===== src/hdl/hsl2rgb_pkg.sv =====
// Shared types and constants for the HSL to RGB color converter pipeline.
// No dependencies; imported by every hsl2rgb module and by the top level.
`default_nettype none

package hsl2rgb_pkg;

   // Three input fields (hue, sat, lum) and three color channels (r, g, b)
   localparam int NumFields = 3;
   localparam int IdxHue    = 0;
   localparam int IdxSat    = 1;
   localparam int IdxLum    = 2;
   localparam int IdxRed    = 0;
   localparam int IdxGreen  = 1;
   localparam int IdxBlue   = 2;

   // Field widths
   localparam int InW     = 16;   // raw signed input
   localparam int FoldW   = 9;    // folded value, 0..360
   localparam int PctW    = 7;    // folded percent, 0..100
   localparam int QuotW   = 10;   // fold quotient estimate and first remainder
   localparam int RatioW  = 14;   // A1, A2 and their difference, 0..10000
   localparam int WeightW = 6;    // ramp weight, 0..60
   localparam int NumW    = 20;   // channel numerator, 0..600000
   localparam int ColorW  = 8;

   // Degree and percent limits
   localparam logic [FoldW-1:0] HueFull    = 9'd360;
   localparam logic [FoldW-1:0] HueThird   = 9'd120;
   localparam logic [FoldW-1:0] SegRiseEnd = 9'd60;
   localparam logic [FoldW-1:0] SegHoldEnd = 9'd180;
   localparam logic [FoldW-1:0] SegFallEnd = 9'd240;
   localparam logic [PctW-1:0]  PctMax     = 7'd100;
   localparam logic [PctW-1:0]  PctHalf    = 7'd50;
   localparam logic [NumW-1:0]  NumMax     = 20'd600000;

   // Fold: remainder by max via reciprocal multiply, one correction step
   localparam int FoldShift = 24;
   localparam int RecipW    = 18;
   localparam logic [FoldW-1:0] FoldMax [NumFields] =
      '{HueFull, FoldW'(PctMax), FoldW'(PctMax)};
   localparam logic [RecipW-1:0] FoldRecip [NumFields] =
      '{RecipW'((64'd1 << FoldShift) / HueFull),
        RecipW'((64'd1 << FoldShift) / PctMax),
        RecipW'((64'd1 << FoldShift) / PctMax)};

   // Scale: floor(255 * n / 600000) = floor(17 * n / 40000)
   localparam int ScaleMul    = 17;
   localparam int ScaleDiv    = 40000;
   localparam int ScaleShift  = 32;
   localparam int ScaleRecipW = 21;
   localparam int ScaledW     = 24;   // 17 * n
   localparam logic [ScaleRecipW-1:0] ScaleRecip =
      ScaleRecipW'(ScaleMul * ((64'd1 << ScaleShift) / ScaleDiv));

   // Pipeline control handed to each section
   typedef struct packed {
      logic adv;   // whole pipeline moves this cycle
      logic vld;   // beat entering the section is valid
   } stage_ctl_type;

   typedef logic [NumFields-1:0][InW-1:0]    field_vec_type;
   typedef logic [NumFields-1:0][FoldW-1:0]  fold_vec_type;
   typedef logic [NumFields-1:0][NumW-1:0]   num_vec_type;
   typedef logic [NumFields-1:0][ColorW-1:0] color_vec_type;

endpackage

`default_nettype wire


===== src/hdl/hsl2rgb_fold.sv =====
// Range fold of hue, saturation and luminance: four register stages.
// Depends on hsl2rgb_pkg.
`default_nettype none

module hsl2rgb_fold
   import hsl2rgb_pkg::*;
(
   input  logic          clock,
   input  logic          reset,
   input  stage_ctl_type ctl_in,
   input  field_vec_type din,
   output logic          vld_out,
   output fold_vec_type  fold_out
);

   localparam int ProdW = InW + RecipW;
   localparam int QmW   = QuotW + FoldW;

   logic [3:0] vld_in, vld_ff;

   // stage 1: magnitude and sign
   logic [NumFields-1:0][InW-1:0] mag1_in, mag1_ff;
   logic [NumFields-1:0]          neg1_in, neg1_ff;
   // stage 2: quotient estimate
   logic [NumFields-1:0][QuotW-1:0] q2_in, q2_ff;
   logic [NumFields-1:0][InW-1:0]   mag2_ff;
   logic [NumFields-1:0]            neg2_ff;
   // stage 3: first remainder and pass-through flags
   logic [NumFields-1:0][QuotW-1:0] r3_in, r3_ff;
   logic [NumFields-1:0][FoldW-1:0] small3_in, small3_ff;
   logic [NumFields-1:0]            le3_in, le3_ff;
   logic [NumFields-1:0]            zero3_in, zero3_ff;
   // stage 4: folded value
   logic [NumFields-1:0][FoldW-1:0] fold4_in, fold4_ff;

   assign vld_in = {vld_ff[2:0], ctl_in.vld};

   for (genvar f = 0; f < NumFields; f++) begin : g_field
      logic [ProdW-1:0] prod;
      logic [QmW-1:0]   qm;
      logic [QmW-1:0]   diff;
      logic [QuotW-1:0] max_q;

      always_comb begin
         // stage 1: absolute value (0x8000 stays 32768 unsigned)
         neg1_in[f] = din[f][InW-1];
         mag1_in[f] = din[f][InW-1] ? (~din[f] + InW'(1)) : din[f];

         // stage 2: q = floor(mag * recip / 2^shift), never above the true quotient
         prod     = ProdW'(mag1_ff[f]) * ProdW'(FoldRecip[f]);
         q2_in[f] = prod[FoldShift +: QuotW];

         // stage 3: remainder below twice the max
         qm           = QmW'(q2_ff[f]) * QmW'(FoldMax[f]);
         diff         = QmW'(mag2_ff[f]) - qm;
         r3_in[f]     = diff[QuotW-1:0];
         small3_in[f] = mag2_ff[f][FoldW-1:0];
         le3_in[f]    = mag2_ff[f] <= InW'(FoldMax[f]);
         zero3_in[f]  = neg2_ff[f] && (mag2_ff[f] == InW'(FoldMax[f]));

         // stage 4: select pass, minus-max zero, or corrected remainder
         max_q = QuotW'(FoldMax[f]);
         if (zero3_ff[f]) begin
            fold4_in[f] = '0;
         end else if (le3_ff[f]) begin
            fold4_in[f] = small3_ff[f];
         end else if (r3_ff[f] >= max_q) begin
            fold4_in[f] = FoldW'(r3_ff[f] - max_q);
         end else begin
            fold4_in[f] = FoldW'(r3_ff[f]);
         end
      end
   end

   // valid bits
   always_ff @(posedge clock) begin
      if (reset) begin
         vld_ff <= '0;
      end else if (ctl_in.adv) begin
         vld_ff <= vld_in;
      end
   end

   // payload
   always_ff @(posedge clock) begin
      if (ctl_in.adv) begin
         mag1_ff   <= mag1_in;
         neg1_ff   <= neg1_in;
         q2_ff     <= q2_in;
         mag2_ff   <= mag1_ff;
         neg2_ff   <= neg1_ff;
         r3_ff     <= r3_in;
         small3_ff <= small3_in;
         le3_ff    <= le3_in;
         zero3_ff  <= zero3_in;
         fold4_ff  <= fold4_in;
      end
   end

   assign vld_out  = vld_ff[3];
   assign fold_out = fold4_ff;

endmodule

`default_nettype wire


===== src/hdl/hsl2rgb_mix.sv =====
// HSL mixing terms A1, A2 and the per-channel ramp numerator: three stages.
// Depends on hsl2rgb_pkg.
`default_nettype none

module hsl2rgb_mix
   import hsl2rgb_pkg::*;
(
   input  logic          clock,
   input  logic          reset,
   input  stage_ctl_type ctl_in,
   input  fold_vec_type  fold_in,
   output logic          vld_out,
   output num_vec_type   num_out
);

   localparam int WideW = 16;

   // ramp weight over one hue position: rise, hold, fall, floor
   function automatic logic [WeightW-1:0] seg_weight(input logic [FoldW-1:0] x);
      logic [FoldW-1:0] fall;
      logic [WeightW-1:0] w;
      fall = SegFallEnd - x;
      if (x < SegRiseEnd) begin
         w = WeightW'(x);
      end else if (x < SegHoldEnd) begin
         w = WeightW'(SegRiseEnd);
      end else if (x < SegFallEnd) begin
         w = WeightW'(fall);
      end else begin
         w = '0;
      end
      return w;
   endfunction

   logic [2:0] vld_in, vld_ff;

   logic [PctW-1:0]  sat, lum;
   logic [WideW-1:0] lo_a2, hi_a2, sl;
   logic [WideW-1:0] lum200, a2x2;
   logic [FoldW-1:0] x_red, x_grn, x_blu;

   // stage 5
   logic [RatioW-1:0] a2_5_in, a2_5_ff;
   logic [FoldW-1:0]  hue5_ff;
   logic [PctW-1:0]   lum5_ff;
   // stage 6
   logic [RatioW-1:0] a1_6_in, a1_6_ff;
   logic [RatioW-1:0] d6_in, d6_ff;
   logic [NumFields-1:0][WeightW-1:0] t6_in, t6_ff;
   // stage 7
   logic [NumFields-1:0][NumW-1:0] n7_in, n7_ff;

   assign vld_in = {vld_ff[1:0], ctl_in.vld};
   assign sat    = fold_in[IdxSat][PctW-1:0];
   assign lum    = fold_in[IdxLum][PctW-1:0];

   // stage 5: A2 = l(100+s) below half luminance, else 100(l+s) - sl
   always_comb begin
      lo_a2   = WideW'(lum) * (WideW'(sat) + WideW'(PctMax));
      sl      = WideW'(sat) * WideW'(lum);
      hi_a2   = WideW'(PctMax) * (WideW'(lum) + WideW'(sat)) - sl;
      a2_5_in = (lum < PctHalf) ? RatioW'(lo_a2) : RatioW'(hi_a2);
   end

   // stage 6: A1 = 200l - A2, slope A2 - A1, channel positions and weights
   always_comb begin
      lum200  = WideW'(lum5_ff) * WideW'(2 * PctMax);
      a2x2    = WideW'(a2_5_ff) + WideW'(a2_5_ff);
      a1_6_in = RatioW'(lum200 - WideW'(a2_5_ff));
      d6_in   = RatioW'(a2x2 - lum200);

      x_red = (hue5_ff > SegFallEnd) ? (hue5_ff - SegFallEnd) : (hue5_ff + HueThird);
      x_grn = hue5_ff;
      x_blu = (hue5_ff < HueThird) ? (hue5_ff + SegFallEnd) : (hue5_ff - HueThird);

      t6_in[IdxRed]   = seg_weight(x_red);
      t6_in[IdxGreen] = seg_weight(x_grn);
      t6_in[IdxBlue]  = seg_weight(x_blu);
   end

   // stage 7: n = 60*A1 + (A2-A1)*t
   for (genvar c = 0; c < NumFields; c++) begin : g_chan
      assign n7_in[c] = NumW'(a1_6_ff) * NumW'(SegRiseEnd)
                      + NumW'(d6_ff) * NumW'(t6_ff[c]);
   end

   always_ff @(posedge clock) begin
      if (reset) begin
         vld_ff <= '0;
      end else if (ctl_in.adv) begin
         vld_ff <= vld_in;
      end
   end

   always_ff @(posedge clock) begin
      if (ctl_in.adv) begin
         a2_5_ff <= a2_5_in;
         hue5_ff <= fold_in[IdxHue];
         lum5_ff <= lum;
         a1_6_ff <= a1_6_in;
         d6_ff   <= d6_in;
         t6_ff   <= t6_in;
         n7_ff   <= n7_in;
      end
   end

   assign vld_out = vld_ff[2];
   assign num_out = n7_ff;

endmodule

`default_nettype wire


===== src/hdl/hsl2rgb_scale.sv =====
// Channel scaling floor(255 * n / 600000) in two stages; last stage is the
// output register. Depends on hsl2rgb_pkg.
`default_nettype none

module hsl2rgb_scale
   import hsl2rgb_pkg::*;
(
   input  logic          clock,
   input  logic          reset,
   input  stage_ctl_type ctl_in,
   input  num_vec_type   num_in,
   output logic          vld_out,
   output color_vec_type color_out
);

   localparam int ProdW = NumW + ScaleRecipW;

   logic [1:0] vld_in, vld_ff;

   logic [NumFields-1:0][ScaledW-1:0] p8_in, p8_ff;
   logic [NumFields-1:0][ColorW-1:0]  q8_in, q8_ff;
   logic [NumFields-1:0][ColorW-1:0]  rgb9_in, rgb9_ff;

   assign vld_in = {vld_ff[0], ctl_in.vld};

   for (genvar c = 0; c < NumFields; c++) begin : g_chan
      logic [ProdW-1:0]   prod;
      logic [ScaledW-1:0] qd;
      logic [ScaledW-1:0] rem;

      always_comb begin
         // stage 8: quotient estimate, at most one below the true value
         prod     = ProdW'(num_in[c]) * ProdW'(ScaleRecip);
         q8_in[c] = prod[ScaleShift +: ColorW];
         p8_in[c] = ScaledW'(num_in[c]) * ScaledW'(ScaleMul);

         // stage 9: one correction step
         qd          = ScaledW'(q8_ff[c]) * ScaledW'(ScaleDiv);
         rem         = p8_ff[c] - qd;
         rgb9_in[c]  = (rem >= ScaledW'(ScaleDiv)) ? (q8_ff[c] + ColorW'(1)) : q8_ff[c];
      end
   end

   always_ff @(posedge clock) begin
      if (reset) begin
         vld_ff <= '0;
      end else if (ctl_in.adv) begin
         vld_ff <= vld_in;
      end
   end

   always_ff @(posedge clock) begin
      if (ctl_in.adv) begin
         p8_ff   <= p8_in;
         q8_ff   <= q8_in;
         rgb9_ff <= rgb9_in;
      end
   end

   assign vld_out   = vld_ff[1];
   assign color_out = rgb9_ff;

endmodule

`default_nettype wire


===== src/hdl/hsl_to_rgb_converter.sv =====
// HSL to RGB color converter, top level: fold, mix and scale sections.
// Depends on hsl2rgb_pkg, hsl2rgb_fold, hsl2rgb_mix, hsl2rgb_scale.
//
//   channel  direction  handshake              payload
//   req      in         req_valid / req_ready  req_hue_in, req_sat_in, req_lum_in
//   rsp      out        rsp_valid / rsp_ready  rsp_red, rsp_green, rsp_blue
//
// One beat per clock sustained; 9 register stages (4 fold, 3 mix, 2 scale).
// A beat accepted at a clock edge moves through the fold, mix and scale registers
// in order; rsp_valid rises once it reaches the output register.
// The scale section's last stage is the output register.
// While rsp_valid is high and rsp_ready low, the whole pipe holds and
// req_ready is low; otherwise a new beat is taken every cycle.
// Synchronous reset clears all valid bits; payload registers are not reset.
`default_nettype none

module hsl_to_rgb_converter
   import hsl2rgb_pkg::*;
(
   input  logic                     clock,
   input  logic                     reset,
   input  logic                     req_valid,
   output logic                     req_ready,
   input  logic signed [InW-1:0]    req_hue_in,
   input  logic signed [InW-1:0]    req_sat_in,
   input  logic signed [InW-1:0]    req_lum_in,
   output logic                     rsp_valid,
   input  logic                     rsp_ready,
   output logic        [ColorW-1:0] rsp_red,
   output logic        [ColorW-1:0] rsp_green,
   output logic        [ColorW-1:0] rsp_blue
);

   logic          adv;
   stage_ctl_type fold_ctl, mix_ctl, scale_ctl;
   field_vec_type din;
   fold_vec_type  fold_val;
   num_vec_type   num_val;
   color_vec_type rgb;
   logic          fold_vld, mix_vld, scale_vld;

   // pipe moves unless a result is stuck at the output
   assign adv       = !scale_vld || rsp_ready;
   assign req_ready = adv;
   assign rsp_valid = scale_vld;

   assign din[IdxHue] = req_hue_in;
   assign din[IdxSat] = req_sat_in;
   assign din[IdxLum] = req_lum_in;

   assign fold_ctl  = '{adv: adv, vld: req_valid};
   assign mix_ctl   = '{adv: adv, vld: fold_vld};
   assign scale_ctl = '{adv: adv, vld: mix_vld};

   hsl2rgb_fold u_fold (
      .clock    (clock),
      .reset    (reset),
      .ctl_in   (fold_ctl),
      .din      (din),
      .vld_out  (fold_vld),
      .fold_out (fold_val)
   );

   hsl2rgb_mix u_mix (
      .clock   (clock),
      .reset   (reset),
      .ctl_in  (mix_ctl),
      .fold_in (fold_val),
      .vld_out (mix_vld),
      .num_out (num_val)
   );

   hsl2rgb_scale u_scale (
      .clock     (clock),
      .reset     (reset),
      .ctl_in    (scale_ctl),
      .num_in    (num_val),
      .vld_out   (scale_vld),
      .color_out (rgb)
   );

   assign rsp_red   = rgb[IdxRed];
   assign rsp_green = rgb[IdxGreen];
   assign rsp_blue  = rgb[IdxBlue];

   // folded fields stay within their ranges
   a_fold_range : assert property (@(posedge clock) disable iff (reset)
      fold_vld |-> (fold_val[IdxHue] <= HueFull)
                && (fold_val[IdxSat] <= FoldW'(PctMax))
                && (fold_val[IdxLum] <= FoldW'(PctMax)))
      else $error("folded field out of range");

   // ramp numerators never exceed full scale
   a_num_range : assert property (@(posedge clock) disable iff (reset)
      mix_vld |-> (num_val[IdxRed] <= NumMax)
               && (num_val[IdxGreen] <= NumMax)
               && (num_val[IdxBlue] <= NumMax))
      else $error("channel numerator above full scale");

   // a stalled pipe keeps the fold and mix section valid bits
   a_stall_hold : assert property (@(posedge clock) disable iff (reset)
      !adv |=> $stable(fold_vld) && $stable(mix_vld))
      else $error("internal beat moved during stall");

endmodule

`default_nettype wire


===== config.mk =====
export PLATFORM = sky130hd
export DESIGN_NAME = hsl_to_rgb_converter
export DESIGN_NICKNAME = d
export VERILOG_FILES = /design/src/hdl/hsl2rgb_pkg.sv /design/src/hdl/hsl2rgb_fold.sv /design/src/hdl/hsl2rgb_mix.sv /design/src/hdl/hsl2rgb_scale.sv /design/src/hdl/hsl_to_rgb_converter.sv
export SDC_FILE = /design/constraint.sdc
export NUM_CORES = 2
export LEC_CHECK = 0
export ABC_AREA = 1
export BUFFER_PORTS_ARGS = -buffer_cell sky130_fd_sc_hd__clkbuf_2
export CAP_MARGIN = 20
export CORE_AREA = 2 2 289 576
export DETAILED_ROUTE_END_ITERATION = 7
export DIE_AREA = 0 0 291 578
export PLACE_DENSITY = 0.61
export SETUP_SLACK_MARGIN = 0.05
export SYNTH_ARGS = -nofsm -noshare
export SYNTH_HDL_FRONTEND = slang
export SYNTH_SLANG_ARGS = --single-unit
export TNS_END_PERCENT = 10

===== constraint.sdc =====
create_clock -name clock -period 27.8 [get_ports clock]
set_clock_uncertainty 0.05 [all_clocks]
set_input_delay 6.95 -clock clock [delete_from_list [all_inputs] [get_ports clock]]
set_output_delay 6.95 -clock clock [all_outputs]
set_load 0.03 [all_outputs]

# Yosys cells after proc, flatten, opt, wreduce, memory -nomap -nowiden
# Index checks and enable logic that the tools add are counted.
[totals]
input_bits = 52
reg_bits = 477
output_inout_bits = 26
[classes]
n_addsub = 31
n_reduce_logical = 5
mul = 23
n_eq_ne = 3
order_cmp = 21
n_mux = 24
bitwise = 3
[op_table]
columns = ["cell", "count"]
rows = [
  ["$mul A20 B20 Y39 const B", 3],
  ["$mul A16 B16 Y32 const B", 3],
  ["$ge A24 B16 Y1 const B", 3],
  ["$mul A20 B5 Y24 const B", 3],
  ["$sub A24 B24 Y24", 3],
  ["$add A20 B20 Y20", 3],
  ["$mul A14 B6 Y20", 3],
  ["$lt A9 B8 Y1 const B", 6],
  ["$mul A8 B10 Y18 const B", 3],
  ["$mux W6", 9],
  ["$add A16 B1 Y16 const B", 3],
  ["$not A16 Y16", 3],
  ["$mux W15", 3],
  ["$sub A14 B14 Y14", 3],
  ["$mux W9", 4],
  ["$eq A16 B7 Y1 const B", 2],
  ["$le A16 B7 Y1 const B", 2],
  ["$sub A10 B10 Y10", 3],
  ["$mux W7", 4],
  ["$lt A9 B6 Y1 const B", 3],
  ["$add A8 B1 Y8 const B", 3],
  ["$mux W8", 3],
  ["$ge A10 B7 Y1 const B", 2],
  ["$mul A10 B5 Y8 const B", 2],
  ["26 further kinds", 31],
]

# Depth between registers and ports, before layout
[depth]
word_depth = 6
ltp_mapped = 34
mapped_depth_nobuf = 34

# By module
# Synthesis repeated with hierarchy kept, for this count alone.
[unflattened]
cells_unflattened = 10168
hier_area_um2 = 85605.9
[by_module_without_submodules]
columns = ["module", "area_each_um2", "n_inst", "cells_per_inst"]
rows = [
  ["hsl2rgb_scale", 37704.9, 1, 4490],
  ["hsl2rgb_fold", 26645.6, 1, 3127],
  ["hsl2rgb_mix", 21247.9, 1, 2549],
  ["hsl_to_rgb_converter", 7.5, 1, 2],
]

# Least setup slack after synthesis
# OpenSTA, ideal clock, no wires.
[synth_path]
kind = "input to output"
startpoint = "input port rsp_ready"
endpoint = "output port req_ready"
path_buffers = 0
stages = 2
arrival_time_ns = 15.565
slack_ns = 5.235
cell_sequence = "nor2_1 > clkinv_1"
[synth_via]
elab_chain_cells = 1
[synth_lines]
columns = ["item", "line", "source"]
rows = [
  ["start: declaration", "hsl_to_rgb_converter.sv:28", "input logic rsp_ready,"],
  ["$logic_or A1 B1 Y1", "hsl_to_rgb_converter.sv:43", "assign adv = !scale_vld || rsp_ready;"],
  ["end: declaration", "hsl_to_rgb_converter.sv:23", "output logic req_ready,"],
]
# Every way passes these cells.

# Final worst setup path
# Same ends and word-level chain as after synthesis.

==> out/results.tsv <==
metric	value	unit
area_delta_synth_final	5.85	%
relSlewSlack	21.0	%
finalHoldViolations	0	
fp.dieArea	0.168	mm²
r2r-start	u_fold.fold_out[18]	
dp_cells	11000	
cts_tree	done	
drtPass1Iterations	8	
worstReg2RegEnd	u_mix.a2_5_ff[12]	
layout-drive-gt1-share	2.68	%
whs_path_depth	0	
layout_min_cycle_time	15.29	ns
crit_start	rsp_ready	
start_util	48.7	%
drv_cap	0	
timing.fmax	65.4	MHz
vias_per_cell	5.27	
synthDistinctLibCells	62	
drt_iter0_drc	2076	
grt_first_pass_wirelength	332000	µm
ys_ff_latch	442	
synth_largest_area_cell	fa_1	
yosys-top-cells-area	fa_1 (27%), ha_1 (23%), edfxtp_1 (16%), inv_1 (11%), nand2_1 (6.5%)	
ctsResizeCount	0	
timing.final.crit_share	55.0	%
status	finished clean	
layout_setup_ws	12.51	ns
reg2reg_depth	28	
path_class	in2out	
synth_area	0.0797	mm²
fill_cells	15300	
cts_inserted_buffers	49	
die_width	291	µm
synth_edf_count	433	
drv_slew	0	
postSynthNetCount	11400	
dieHeight	578	µm
async_reset_ff_share	0	%
io_buffers	77	
grtUsageMet3	1.86	%
core_area	0.164	mm²
drc	0	
grt_pass1_vias	65300	
crit_fanout	56	
crit_arrival	8.29	ns
hp-class	reg2reg	
setup_viol	0	
setup-tns-final	0	ns
r2r_slack	20.73	ns
worst_pin_slew	1.19	ns
cts_setup_buffers	0	
globalRouteTotalUtil	25.5	%
netlist.area_leader.share	27.4	%
instances_no_fill	11100	
post-place-ws	12.48	ns
min-delay-start	u_fold.fold_out[5]	
rsz0062_at_grt	false	
critPathLaunchType	input port	
dp_hpwl	179000	µm
cts.path.max_buffers	3	
grt-ovfl-total	0	
rows	210	
ys_seq_area_share	16.5	%
post-route-cell-area	0.0844	mm²
yosys_most_used_dff	edfxtp_1	
num_io_pins	78	
num_vias	58300	
crit_path_end_kind	output pin	
syn_inst	8815	
drtAntennaViolNets	0	
yosysWarnings	0	
postSynthAreaPerCell	9.04	µm²
postCtsHoldBufs	0	
post_drt_wl_per_cell	18.7	µm
grt.met1_usage	20.8	%
finalNetCount	11500	
grt_max_degree	181	
gr-usage-met2	53.4	%
cp.required	20.80	ns
clk_pin_slew	0.07	ns
clk_latency	0.70	ns
grt.busiest_layer	met2	
final_cell_mix	inv_1 (2258), ha_1 (1451), nand2_1 (1370), fa_1 (1091)	
antenna_found_initial	1	
drt_wl_total	207000	µm
hold_end	u_mix.hue5_ff[5]	
clkSinkCount	442	
final_common_cell	inv_1	
gp_congestion	0.980	
place_area	0.0827	mm²
cts_root_buffer	clkbuf_16	
cts_htree_levels	2	
## worst max-delay path by stage
stage | to | depth (start not counted)
after floorplan | req_ready | 2
after global placement | req_ready | 4
after detailed placement | req_ready | 4
after CTS | req_ready | 4
after global routing | req_ready | 4
final | req_ready | 4
## per-stage QoR
step                      utilization, %  hold WS (ns)
after detailed placement            50.5         0.355
after global placement              50.5         0.354
after CTS                           51.5         0.372
after floorplan                        -         0.350
final                               51.5         0.368
after global routing                51.5         0.374
## Yosys cell counts, drive strengths merged, types with 5 or more instances
library cell and n:
nand3 212, o2111ai 7, a31oi 43, nand2 1384, nand4 64, o22ai 6
a221oi 12, o221ai 6, nor4 32, a211oi 16, buf 11, and2 6
or2 7, o31ai 13, nand3b 18, edfxtp 433, dfxtp 9, o21ai 255
o21bai 28, a21o 34, a22oi 5, nor2 371, xnor2 132, o21a 27
xor2 258, o211ai 22, ha 1451, nor3 76, clkbuf 56, a21boi 13
a21oi 435, inv 2266, fa 1091
## critical path, cell delays in order
cell	delay, ns
clkbuf_2	0.08
nor2_1	0.64
inv_8	0.32
clkbuf_2	0.29
## cell type report
| class | instances | area, µm² | share of cell area [%] |
|---|---|---|---|
| Timing Repair Buffer | 102 | 598 | 0.709 |
| Inverter | 2269 | 8530 | 10.1 |
| Tap cell | 2120 | 2650 | 3.14 |
| Multi-Input combinational cell | 6037 | 57700 | 68.4 |
| Sequential cell | 442 | 13200 | 15.6 |
| Clock buffer | 57 | 1260 | 1.49 |
| Antenna cell | 1 | 2.50 | 0.00297 |
| Clock inverter | 34 | 414 | 0.491 |
## state kept, by name, indices dropped and copies added (netlist names), 4 cells and up
register           flops
u_fold.fold_out       23
u_fold.mag1_ff        48
u_fold.mag2_ff        48
u_fold.q2_ff          23
u_fold.r3_ff          23
u_fold.small3_ff      23
u_fold.vld_ff          4
u_mix.a1_6_ff         13
u_mix.a2_5_ff         14
u_mix.d6_ff           13
u_mix.hue5_ff          9
u_mix.lum5_ff          7
u_mix.num_out         57
u_mix.t6_ff           18
u_scale.color_out     24
u_scale.p8_ff         54
u_scale.q8_ff         24
## metal layers
layer | vias to the layer above | share of wire [%]
li1 | 28000 | -
met1 | 28500 | 30
met2 | 1170 | 58
met3 | 738 | 2.1
met4 | 0 | 10
met5 | - | 0
## kinds of logic (layout without fill, tap and decap cells)
group,count (synthesis),count (layout),synth area share [%]
other,0,1,0
buffers and inverters,2336,2462,11.0
DFF,442,442,16.5
xor gates and xnor gates,390,390,4.29
adders and majority gates,2542,2542,50.2
AOI/OAI and AO/OA,928,928,6.63
and+or+nand+nor,2177,2177,11.3
Power is not shown: default switching activity piles up to over one toggle a cycle in this logic, so the estimate is an artifact.
